[src/design/multiviewer_tile_layout_unit_assert.svh]
// Assertion macros shared by the layout unit files
`ifndef MULTIVIEWER_TILE_LAYOUT_UNIT_ASSERT_SVH
`define MULTIVIEWER_TILE_LAYOUT_UNIT_ASSERT_SVH

// implication checked on every clock edge outside reset
`define MTL_ASSERT_IMP(label, clk_i, rst_ni, cond, prop) \
	label: assert property (@(posedge clk_i) disable iff (!rst_ni) (cond) |-> (prop)) \
		else $error("assertion failed");

// next-cycle implication
`define MTL_ASSERT_NEXT(label, clk_i, rst_ni, cond, prop) \
	label: assert property (@(posedge clk_i) disable iff (!rst_ni) (cond) |=> (prop)) \
		else $error("assertion failed");

`endif

[src/design/mtl_pkg.sv]
package mtl_pkg;
	localparam int MaxParticipants = 16;
	localparam int CntW = 5;
	localparam int SlotW = 7;
	localparam logic [SlotW-1:0] SlotMax = 7'd127;
	localparam logic [13:0] CanvasMax = 14'd8192;
	localparam logic [2:0] StripTiles = 3'd4;

	localparam logic [1:0] RegCanvasW = 2'd0;
	localparam logic [1:0] RegCanvasH = 2'd1;
	localparam logic [1:0] RegMode = 2'd2;
	localparam logic [1:0] RegPrimary = 2'd3;

	typedef struct packed {
		logic start;
		logic [27:0] num;
		logic [13:0] den;
	} div_req_t;

	typedef struct packed {
		logic busy;
		logic done;
		logic [27:0] quo;
	} div_rsp_t;

	// grid side ceil(sqrt(n)) for n in 1..MaxParticipants
	function automatic logic [3:0] grid_side(input logic [CntW-1:0] n);
		logic [3:0] r;
		r = 4'd1;
		for (int i = 1; i < 8; i++) begin
			if (5'(r) * 5'(r) < n && r < 4'd8) r = r + 4'd1;
		end
		return r;
	endfunction
endpackage

[src/design/mtl_divider.sv]
module mtl_divider (
	input logic clk,
	input logic arst_n,
	input mtl_pkg::div_req_t req,
	output mtl_pkg::div_rsp_t rsp
);
	import mtl_pkg::*;
	`include "multiviewer_tile_layout_unit_assert.svh"

	logic [27:0] quo_q;
	logic [13:0] rem_q;
	logic [13:0] den_q;
	logic [4:0] cnt_q;
	logic busy_q, done_q;
	logic [14:0] trial;
	logic [14:0] shifted;

	assign shifted = {rem_q, quo_q[27]};
	assign trial = shifted - {1'b0, den_q};

	// restoring division, one quotient bit per cycle
	always_ff @(posedge clk or negedge arst_n) begin
		if (!arst_n) begin
			busy_q <= 1'b0;
			done_q <= 1'b0;
			cnt_q <= '0;
		end else begin
			done_q <= 1'b0;
			if (req.start) begin
				busy_q <= 1'b1;
				cnt_q <= 5'd27;
			end else if (busy_q) begin
				if (cnt_q == 5'd0) begin
					busy_q <= 1'b0;
					done_q <= 1'b1;
				end
				cnt_q <= cnt_q - 5'd1;
			end
		end
	end

	always_ff @(posedge clk) begin
		if (req.start) begin
			quo_q <= req.num;
			rem_q <= '0;
			den_q <= req.den;
		end else if (busy_q) begin
			if (!trial[14]) begin
				rem_q <= trial[13:0];
				quo_q <= {quo_q[26:0], 1'b1};
			end else begin
				rem_q <= shifted[13:0];
				quo_q <= {quo_q[26:0], 1'b0};
			end
		end
	end

	assign rsp.busy = busy_q;
	assign rsp.done = done_q;
	assign rsp.quo = quo_q;

	`MTL_ASSERT_IMP(a_done_after_busy, clk, arst_n, done_q, !busy_q)
	`MTL_ASSERT_IMP(a_no_restart, clk, arst_n, busy_q, !req.start)
	`MTL_ASSERT_NEXT(a_start_busy, clk, arst_n, req.start, busy_q)
endmodule

[src/design/multiviewer_tile_layout_unit.sv]
// Work per item, from accept to result valid: three divisions for a grid tile, two for a grid
// item with no free slot, one for a lone, primary or strip tile, and none for a size error
// or a strip item past the fourth tile.
// One item at a time; the next item is taken the cycle after the result is loaded into
// the output register.
// Reset (arst_n low, asynchronous): canvas 1920x1080, tiled, primary 0, pass state cleared.
module multiviewer_tile_layout_unit (
	input logic clk,
	input logic arst_n,
	input logic psel,
	input logic penable,
	input logic pwrite,
	input logic [3:0] paddr,
	input logic [31:0] pwdata,
	output logic [31:0] prdata,
	output logic pready,
	input logic in_valid,
	output logic in_stall,
	input logic [31:0] participant_id,
	input logic [13:0] source_width,
	input logic [13:0] source_height,
	input logic [4:0] participant_count,
	input logic first_of_pass,
	output logic out_valid,
	input logic out_stall,
	output logic [12:0] dest_x,
	output logic [12:0] dest_y,
	output logic [13:0] dest_width,
	output logic [13:0] dest_height,
	output logic placed,
	output logic size_error
);
	import mtl_pkg::*;
	`include "multiviewer_tile_layout_unit_assert.svh"

	typedef enum logic [2:0] {
		ST_IDLE, ST_TW, ST_TH, ST_FIT, ST_DONE, ST_OUT
	} state_t;

	state_t state_q;
	logic [13:0] cw_q, ch_q;
	logic mode_q;
	logic [31:0] prim_q, eff_q;
	logic [SlotW-1:0] slot_q;
	logic [13:0] sw_q, sh_q;
	logic [3:0] rows_q;
	logic [14:0] rx_q, ry_q, rw_q, rh_q;
	logic [4:0] cnt_q;
	logic place_q, err_q, widefit_q;
	logic [12:0] ox_q, oy_q;
	logic [13:0] ow_q, oh_q;
	logic op_q, oe_q;
	div_req_t dreq;
	div_rsp_t drsp;

	mtl_divider u_div (.clk(clk), .arst_n(arst_n), .req(dreq), .rsp(drsp));

	logic wr;
	assign wr = psel && penable && pwrite;
	assign pready = 1'b1;

	always_comb begin
		case (paddr[3:2])
			RegCanvasW: prdata = {18'd0, cw_q};
			RegCanvasH: prdata = {18'd0, ch_q};
			RegMode: prdata = {31'd0, mode_q};
			RegPrimary: prdata = prim_q;
			default: prdata = '0;
		endcase
	end

	always_ff @(posedge clk or negedge arst_n) begin
		if (!arst_n) begin
			cw_q <= 14'd1920;
			ch_q <= 14'd1080;
			mode_q <= 1'b0;
			prim_q <= '0;
		end else if (wr) begin
			case (paddr[3:2])
				RegCanvasW: cw_q <= pwdata[13:0];
				RegCanvasH: ch_q <= pwdata[13:0];
				RegMode: mode_q <= pwdata[0];
				RegPrimary: prim_q <= pwdata;
				default: ;
			endcase
		end
	end

	// clamped canvas
	logic [13:0] cw, ch;
	assign cw = (cw_q == 14'd0) ? 14'd1 : ((cw_q > CanvasMax) ? CanvasMax : cw_q);
	assign ch = (ch_q == 14'd0) ? 14'd1 : ((ch_q > CanvasMax) ? CanvasMax : ch_q);

	logic in_acc;
	assign in_stall = (state_q != ST_IDLE);
	assign in_acc = in_valid && !in_stall;

	// item decode at accept
	logic [31:0] eff_n, prim_n;
	logic [SlotW-1:0] slot_n;
	logic [4:0] cnt_n;
	logic err_n;
	always_comb begin
		eff_n = first_of_pass ? participant_id : eff_q;
		slot_n = first_of_pass ? '0 : slot_q;
		cnt_n = (participant_count == 5'd0) ? 5'd1 :
			((participant_count > 5'(MaxParticipants)) ? 5'(MaxParticipants) :
			participant_count);
		prim_n = (prim_q != 32'd0) ? prim_q : eff_n;
		err_n = (source_width == 14'd0) || (source_height == 14'd0);
	end

	logic [14:0] bigh;
	assign bigh = {3'd0, ch[13:2]} + {2'd0, ch[13:2], 1'b0};

	// fit compare: rw*sh > rh*sw
	logic [28:0] lhs, rhs;
	assign lhs = 29'(rw_q * sh_q);
	assign rhs = 29'(rh_q * sw_q);

	always_comb begin
		dreq.start = 1'b0;
		dreq.num = '0;
		dreq.den = 14'd1;
		case (state_q)
			ST_IDLE: if (in_acc && !err_n && cnt_n != 5'd1 && mode_q == 1'b0) begin
				dreq.start = 1'b1;
				dreq.num = {14'd0, cw};
				dreq.den = {10'd0, grid_side(cnt_n)};
			end
			ST_TW: if (drsp.done) begin
				dreq.start = 1'b1;
				dreq.num = {14'd0, ch};
				dreq.den = {10'd0, rows_q};
			end
			ST_FIT: begin
				dreq.start = 1'b1;
				if (lhs > rhs) begin
					dreq.num = 28'(sw_q * rh_q);
					dreq.den = sh_q;
				end else begin
					dreq.num = 28'(sh_q * rw_q);
					dreq.den = sw_q;
				end
			end
			default: ;
		endcase
	end

	logic [14:0] nq;
	assign nq = drsp.quo[14:0];

	// grid position of the slot held in rx
	logic [3:0] gcol, grow;
	always_comb begin
		gcol = '0;
		grow = '0;
		for (int i = 0; i < MaxParticipants; i++) begin
			if (rx_q >= 15'(i) * 15'(rows_q) && rx_q < 15'(MaxParticipants)) begin
				grow = 4'(i);
				gcol = 4'(rx_q[4:0] - 5'(5'(i) * 5'(rows_q)));
			end
		end
	end

	always_ff @(posedge clk or negedge arst_n) begin
		if (!arst_n) begin
			state_q <= ST_IDLE;
			eff_q <= '0;
			slot_q <= '0;
			sw_q <= '0;
			sh_q <= '0;
			cnt_q <= '0;
			err_q <= 1'b0;
			rows_q <= '0;
			rx_q <= '0;
			ry_q <= '0;
			rw_q <= '0;
			rh_q <= '0;
			place_q <= 1'b0;
			widefit_q <= 1'b0;
		end else begin
			case (state_q)
				ST_IDLE: if (in_acc) begin
					eff_q <= eff_n;
					sw_q <= source_width;
					sh_q <= source_height;
					cnt_q <= cnt_n;
					err_q <= err_n;
					rows_q <= grid_side(cnt_n);
					rx_q <= '0;
					ry_q <= '0;
					rw_q <= '0;
					rh_q <= '0;
					place_q <= 1'b0;
					slot_q <= slot_n;
					if (cnt_n == 5'd1) begin
						rw_q <= {1'b0, cw};
						rh_q <= {1'b0, ch};
						place_q <= !err_n;
						if (slot_n < SlotMax) slot_q <= slot_n + 7'd1;
						state_q <= err_n ? ST_DONE : ST_FIT;
					end else if (mode_q == 1'b0) begin
						if (slot_n < SlotMax) slot_q <= slot_n + 7'd1;
						// hold pre-increment slot in rx for grid index
						rx_q <= {8'd0, slot_n};
						state_q <= err_n ? ST_DONE : ST_TW;
					end else if (participant_id == prim_n) begin
						rw_q <= {1'b0, cw};
						rh_q <= bigh;
						place_q <= !err_n;
						state_q <= err_n ? ST_DONE : ST_FIT;
					end else if (slot_n < 7'(StripTiles)) begin
						rx_q <= 15'(slot_n[1:0] * cw[13:2]);
						ry_q <= bigh;
						rw_q <= {3'd0, cw[13:2]};
						rh_q <= {3'd0, ch[13:2]};
						place_q <= !err_n;
						slot_q <= slot_n + 7'd1;
						state_q <= err_n ? ST_DONE : ST_FIT;
					end else begin
						state_q <= ST_DONE;
					end
				end
				ST_TW: if (drsp.done) begin
					rw_q <= nq;
					slot_q <= slot_q;
					state_q <= ST_TH;
				end
				ST_TH: if (drsp.done) begin
					rh_q <= nq;
					if (rx_q < 15'(cnt_q)) begin
						place_q <= 1'b1;
						rx_q <= 15'(rw_q * gcol);
						ry_q <= 15'(nq * grow);
						state_q <= ST_FIT;
					end else begin
						state_q <= ST_DONE;
					end
				end
				ST_FIT: begin
					widefit_q <= lhs > rhs;
					state_q <= ST_OUT;
				end
				ST_OUT: if (drsp.done) begin
					if (widefit_q) begin
						rx_q <= rx_q + ((rw_q - nq) >> 1);
						rw_q <= nq;
					end else begin
						ry_q <= ry_q + ((rh_q - nq) >> 1);
						rh_q <= nq;
					end
					state_q <= ST_DONE;
				end
				ST_DONE: if (!out_valid || !out_stall) state_q <= ST_IDLE;
				default: state_q <= ST_IDLE;
			endcase
		end
	end

	logic ov_q;
	always_ff @(posedge clk or negedge arst_n) begin
		if (!arst_n) begin
			ov_q <= 1'b0;
		end else begin
			if (ov_q && !out_stall) ov_q <= 1'b0;
			if (state_q == ST_DONE && (!ov_q || !out_stall)) ov_q <= 1'b1;
		end
	end

	always_ff @(posedge clk) begin
		if (state_q == ST_DONE && (!ov_q || !out_stall)) begin
			ox_q <= place_q ? rx_q[12:0] : 13'd0;
			oy_q <= place_q ? ry_q[12:0] : 13'd0;
			ow_q <= place_q ? rw_q[13:0] : 14'd0;
			oh_q <= place_q ? rh_q[13:0] : 14'd0;
			op_q <= place_q;
			oe_q <= err_q;
		end
	end

	assign out_valid = ov_q;
	assign dest_x = ox_q;
	assign dest_y = oy_q;
	assign dest_width = ow_q;
	assign dest_height = oh_q;
	assign placed = op_q;
	assign size_error = oe_q;

	`MTL_ASSERT_IMP(a_err_not_placed, clk, arst_n, out_valid && size_error, !placed)
	`MTL_ASSERT_IMP(a_busy_stalls, clk, arst_n, drsp.busy, in_stall)
	`MTL_ASSERT_NEXT(a_done_to_idle, clk, arst_n, state_q == ST_DONE && !out_stall,
		state_q == ST_IDLE)
endmodule

[config.mk]
export PLATFORM = sky130hd
export DESIGN_NAME = multiviewer_tile_layout_unit
export DESIGN_NICKNAME = d
export VERILOG_FILES = /design/src/design/mtl_pkg.sv /design/src/design/mtl_divider.sv /design/src/design/multiviewer_tile_layout_unit.sv
export VERILOG_INCLUDE_DIRS = /design/src /design/src/design
export SDC_FILE = /design/constraint.sdc
export NUM_CORES = 2
export LEC_CHECK = 0
export BUFFER_PORTS_ARGS = -buffer_cell sky130_fd_sc_hd__buf_2
export CORE_ASPECT_RATIO = 1.25
export CORE_MARGIN = 5
export CORE_UTILIZATION = 65
export DETAILED_ROUTE_END_ITERATION = 8
export GPL_TIMING_DRIVEN = 0
export PLACE_DENSITY_LB_ADDON = 0.3
export SYNTH_ARGS = -nofsm -noshare
export SYNTH_HDL_FRONTEND = slang
export SYNTH_HIERARCHICAL = 1
export SYNTH_SLANG_ARGS = --single-unit
[constraint.sdc]
create_clock -name clk -period 10.68 [get_ports clk]
set_input_delay 1.602 -clock clk [delete_from_list [all_inputs] [get_ports clk]]
set_output_delay 1.602 -clock clk [all_outputs]
set_load 0.01 [all_outputs]
; ---- Word-level counts from Yosys, hierarchy flattened
; Cells that the tools add are included.
[word_totals]
ff_bits = 323
latch_bits = 0
ram_bits = 0
mem_bits_ro = 0
input_bits = 109
output_inout_bits = 91
wordCells = 403
memories = 0
[op_classes]
add_sub_neg = 35
mul = 41
n_div = 0
n_lt_le_gt_ge = 49
n_eq_ne = 19
shifts = 0
n_mux = 159
bitwise = 1
reduce_logical = 68
[op_table]
columns = op, count
row1 = $mux 14, 19
row2 = $mux 4, 66
row3 = $mux 15, 17
row4 = $pmux 15 s3, 4
row5 = $pmux 43 s3, 1
row6 = $pmux 32 s4, 1
row7 = $ge 15x8->1, 7
row8 = $mux 43, 2
row9 = $mux 32, 2
row10 = $ge 15x7->1, 4
row11 = $lt 5x5->1, 12
row12 = $mul 4x4->5, 12
row13 = $sub 4x4->4, 15
row14 = $mul 15x14->29, 2
row15 = $logic_not 14->1, 4
row16 = $mul 14x15->28, 2
row17 = $mux 28, 2
row18 = $add 4x1->4 const B, 12
row19 = $lt 4x4->1 const B, 12
row20 = $mux 42, 1
row21 = $mux 7, 6
row22 = $logic_and 1x1->1, 36
row23 = $mux 3, 12
row24 = $eq 32x32->1, 1
row25 = other kinds (58), 120

; ---- Depth between registers and ports, before layout
[logic_depth]
depth_word = 45
ltp_mapped = 57
mapped_depth_nobuf = 57

; ---- Modules after synthesis
; Netlist, hierarchy kept.
[by_module_without_submodules]
columns = mod, instances, cells_each, area_each_um2, seq_area_each_um2
row1 = multiviewer_tile_layout_unit, 1, 4535, 39111.3, 6746.5
row2 = mtl_divider, 1, 297, 3308.2, 1716.6

; ---- Worst setup path after synthesis
; No wires, ideal clock.
[synth_timing]
path_kind = input-to-reg
start = input port participant_count[4]
end = register u_div.den_q[2], data pin
setup_ps = 275
arrival_ps = 12857
t_required_ps = 10405
path_slack_ps = -2452
cell_stages = 54
n_path_buf = 1
cell_sequence = clkinv_1 nand2_1 ha_1 inv_1 a211oi_1 o21ai_0 ha_1 ha_1 a31o_2 a21oi_1 nor2_1 fa_1 clkbuf_1 nand2_1 fa_1 inv_1 ha_1 a21o_1 [... 18 more ...] fa_1 xor2_1 xnor2_1 ha_1 nand4_1 o21ai_1 mux2_2 ha_1 fa_1 xnor2_1 xnor2_1 ha_1 nor2b_1 a2111oi_0 o22a_1 nand2_1 xor2_1 o221ai_1
[synth_rtl]
columns = element, line_no
row1 = from (decl), multiviewer_tile_layout_unit.sv:22  ; input logic [4:0] participant_count,
row2 = to (signal assigned), mtl_divider.sv:46  ; den_q <= req.den;
row3 = to (decl), mtl_divider.sv:12  ; logic [13:0] den_q;

==> summary.txt <==
Clock tree
  – Count of hold-fix buffers inserted at cts: 0
  – TritonCTS Buffers: 38
  – Clock root buffer master: sky130_fd_sc_hd__clkbuf_16
  – Clock tree from TritonCTS: built
  – Longest Clk Path Bufs: 3
  – Clock insertion delay at the later pin of the skew report: 0.61 ns
  – Htree depth: 2
  – Number of sinks handled by clock tree synthesis: 321
  – Clock slew at the register clock pins of the worst setup and hold paths: 0.06 ns

Route
  – Remaining DRCs: 0
  – DRT Pass-1 Iters: 8
  – Via count normalized by instance count: 6.47
  – Total Routed Length: 145000 um
  – Vias post-DR: 39.1k
  – Antenna viol nets, final: 0
  – Detailed router's first-iteration violation count: 4181
  – Average detailed-routed wire length per instance: 24.0 um

Run status
  – Violated checks: setup timing
  – Result of the run: finished with violations

Layout
  – Fill cell count: 4777
  – Ratio of cells with drive above 1 in the final layout: 12.6%
  – Final Net Count: 6148
  – Area added between synthesis and finish: 11.9%

Timing
  – Final worst setup slack: -1.88 ns
  – Final critical delay including setup and external delays: 12.56 ns
  – Actual slew at the worst max-slew pin: 1.40 ns
  – Count of endpoints failing hold in the final timing report: 0
  – Clock skew: 0.0361 ns
  – Final setup violation count: 8
  – Top achievable clock speed: 79.6 MHz
  – Final worst hold slack: 0.484 ns
  – Crit share post-route: 118%
  – Unrepaired setup endpoints after global routing: yes
  – Worst-case headroom to the max-slew limit: 6.70%
  – Max-slew violation count: 0

Global route
  – Via count of the first global-routing pass: 39.0k
  – Number of antenna violations at the first check in global routing: 13
  – GR Util All Layers: 40.4%
  – Total congestion overflow: 0
  – Wire length of the first global-routing pass: 221000 um
  – Pin count of the biggest net entering global routing: 108

Yosys
  – Syn Inst Count: 4831
  – YS warnings: 6
  – Average footprint of a synthesized cell: 8.78 sq um
  – Post-synthesis instance area: 42400 sq um

Floorplanning
  – Placeable core region: 64500 sq um
  – Die area: 70500 sq um
  – Row count: 104
  – Effective utilization at floorplan: 65.7%
  – Io pins: 200
  – Die extent in x: 238 um
  – Vertical extent of the die: 296 um

Flow run
  – Max_cap viols: 0

Worst setup path
  – Worst-path cell with the longest stage delay: sky130_fd_sc_hd__fa_1
  – Setup Crit Path Kind: in2reg
  – Maximum cell stage delay along the critical path: 0.56 ns
  – Kind of start point of the critical path: input port
  – Kind of end point of the critical path: flip-flop
  – Required time of the critical path: 11.09 ns
  – Arr. time, crit path: 12.98 ns
  – Family of cells with the greatest summed delay on the critical path: adder cells
  – Sum of buffers and inverters on the critical path: 11
  – Cell repeated most along the worst path: sky130_fd_sc_hd__ha_4
  – Highest fanout seen on the critical path: 6

Placed design
  – Detailed-placement wirelength estimate: 111000 um
  – GP Congestion: 1.08
  – # port buffers: 194

Worst hold path
  – Worst hold path type: reg2reg
-- per-stage QoR --
step	TNS [ns]	instances	worst slack, ns	utilization (%)	area [sq um]
final	-14.16	6047	-1.88	73.6	47500
after global placement	-47.07	5881	-3.00	69.2	44700
after detailed placement	-45.46	5887	-3.28	69.4	44800
after global routing	-16.51	6045	-2.15	73.5	47500
after floorplan	-13.39	4839	-1.85	-	42700
after CTS	-9.66	6015	-1.40	72.8	47000
-- per-layer routing --
metal	global-route usage (%)	part of all wire, %	up-vias
li1	-	-	17000
met1	51.4	37	18900
met2	63.0	44	2611
met3	9.50	12	690
met4	24.5	7.7	8
met5	0	0.043	-
-- worst paths after layout --
kind / startpoint / end / cells past startpoint / slack, ns
max in group asynchronous: arst_n / sh_q[6] / 2 / 8.50
min in group asynchronous: arst_n / eff_q[30] / 1 / 1.00
worst min register to register: err_q / size_error / 0 / 0.48
worst max-delay path: participant_count[3] / u_div/den_q[1] / 58 / -1.88
worst max register to register: rh_q[9] / u_div/den_q[0] / 37 / 0.20
worst min-delay path: err_q / size_error / 0 / 0.48
-- cells in the final DEF, fill, tap and decap left out, drive strengths merged, types with 18 or more instances in the layout --
cell      n
buf     316
o21a     31
and3     35
o21ai   222
nor4     30
o21bai   34
a211oi   31
fa      387
nor2b    61
ha      489
edfxtp   98
xnor2   159
nor3     58
dfrtp   201
xor2     63
o211ai   23
nand2b   63
mux2     96
a21oi   216
a221oi   18
mux2i    49
and2    245
nand4    33
a21o     70
nand3    38
o22ai    44
a31oi    24
inv     586
nor2    238
clkbuf  237
nand2   685
-- state kept, by name, indices dropped and copies added (netlist names), 15 cells and up --
signal       cells
eff_q           32
prim_q          32
rh_q            15
rw_q            15
rx_q            15
u_div/quo_q     28
-- final cells by class --
type,count,area (sq um),share of cell area (%)
buffer,204,836,1.76
tap,848,1060,2.23
clock buffer,52,1090,2.31
multi-input combinational,3713,31600,66.6
timing repair buffer,297,1860,3.92
clock inverter,18,259,0.546
sequential,321,8490,17.9
antenna,6,15.0,0.0316
inverter,588,2230,4.70
-- worst reg2reg max path, delay by kind of cell (launching register included) --
family	cells	cell delay [ns]
adders and majority gates	8	3.74
DFF	1	0.74
xor gates and xnor gates	1	0.18
and+or+nand+nor	8	1.04
AOI/OAI and AO/OA	13	3.05
buffers and inverters	7	1.45
-- repair_timing --
action	CTS	global route
gates resized for setup	95	82
endpoints found under the setup margin	50	52
buffers inserted	64	35
pin swaps	25	24
Power is left out: the tool's default activity adds up to more than one toggle a clock period on the data nets, which glitch-free logic cannot reach.
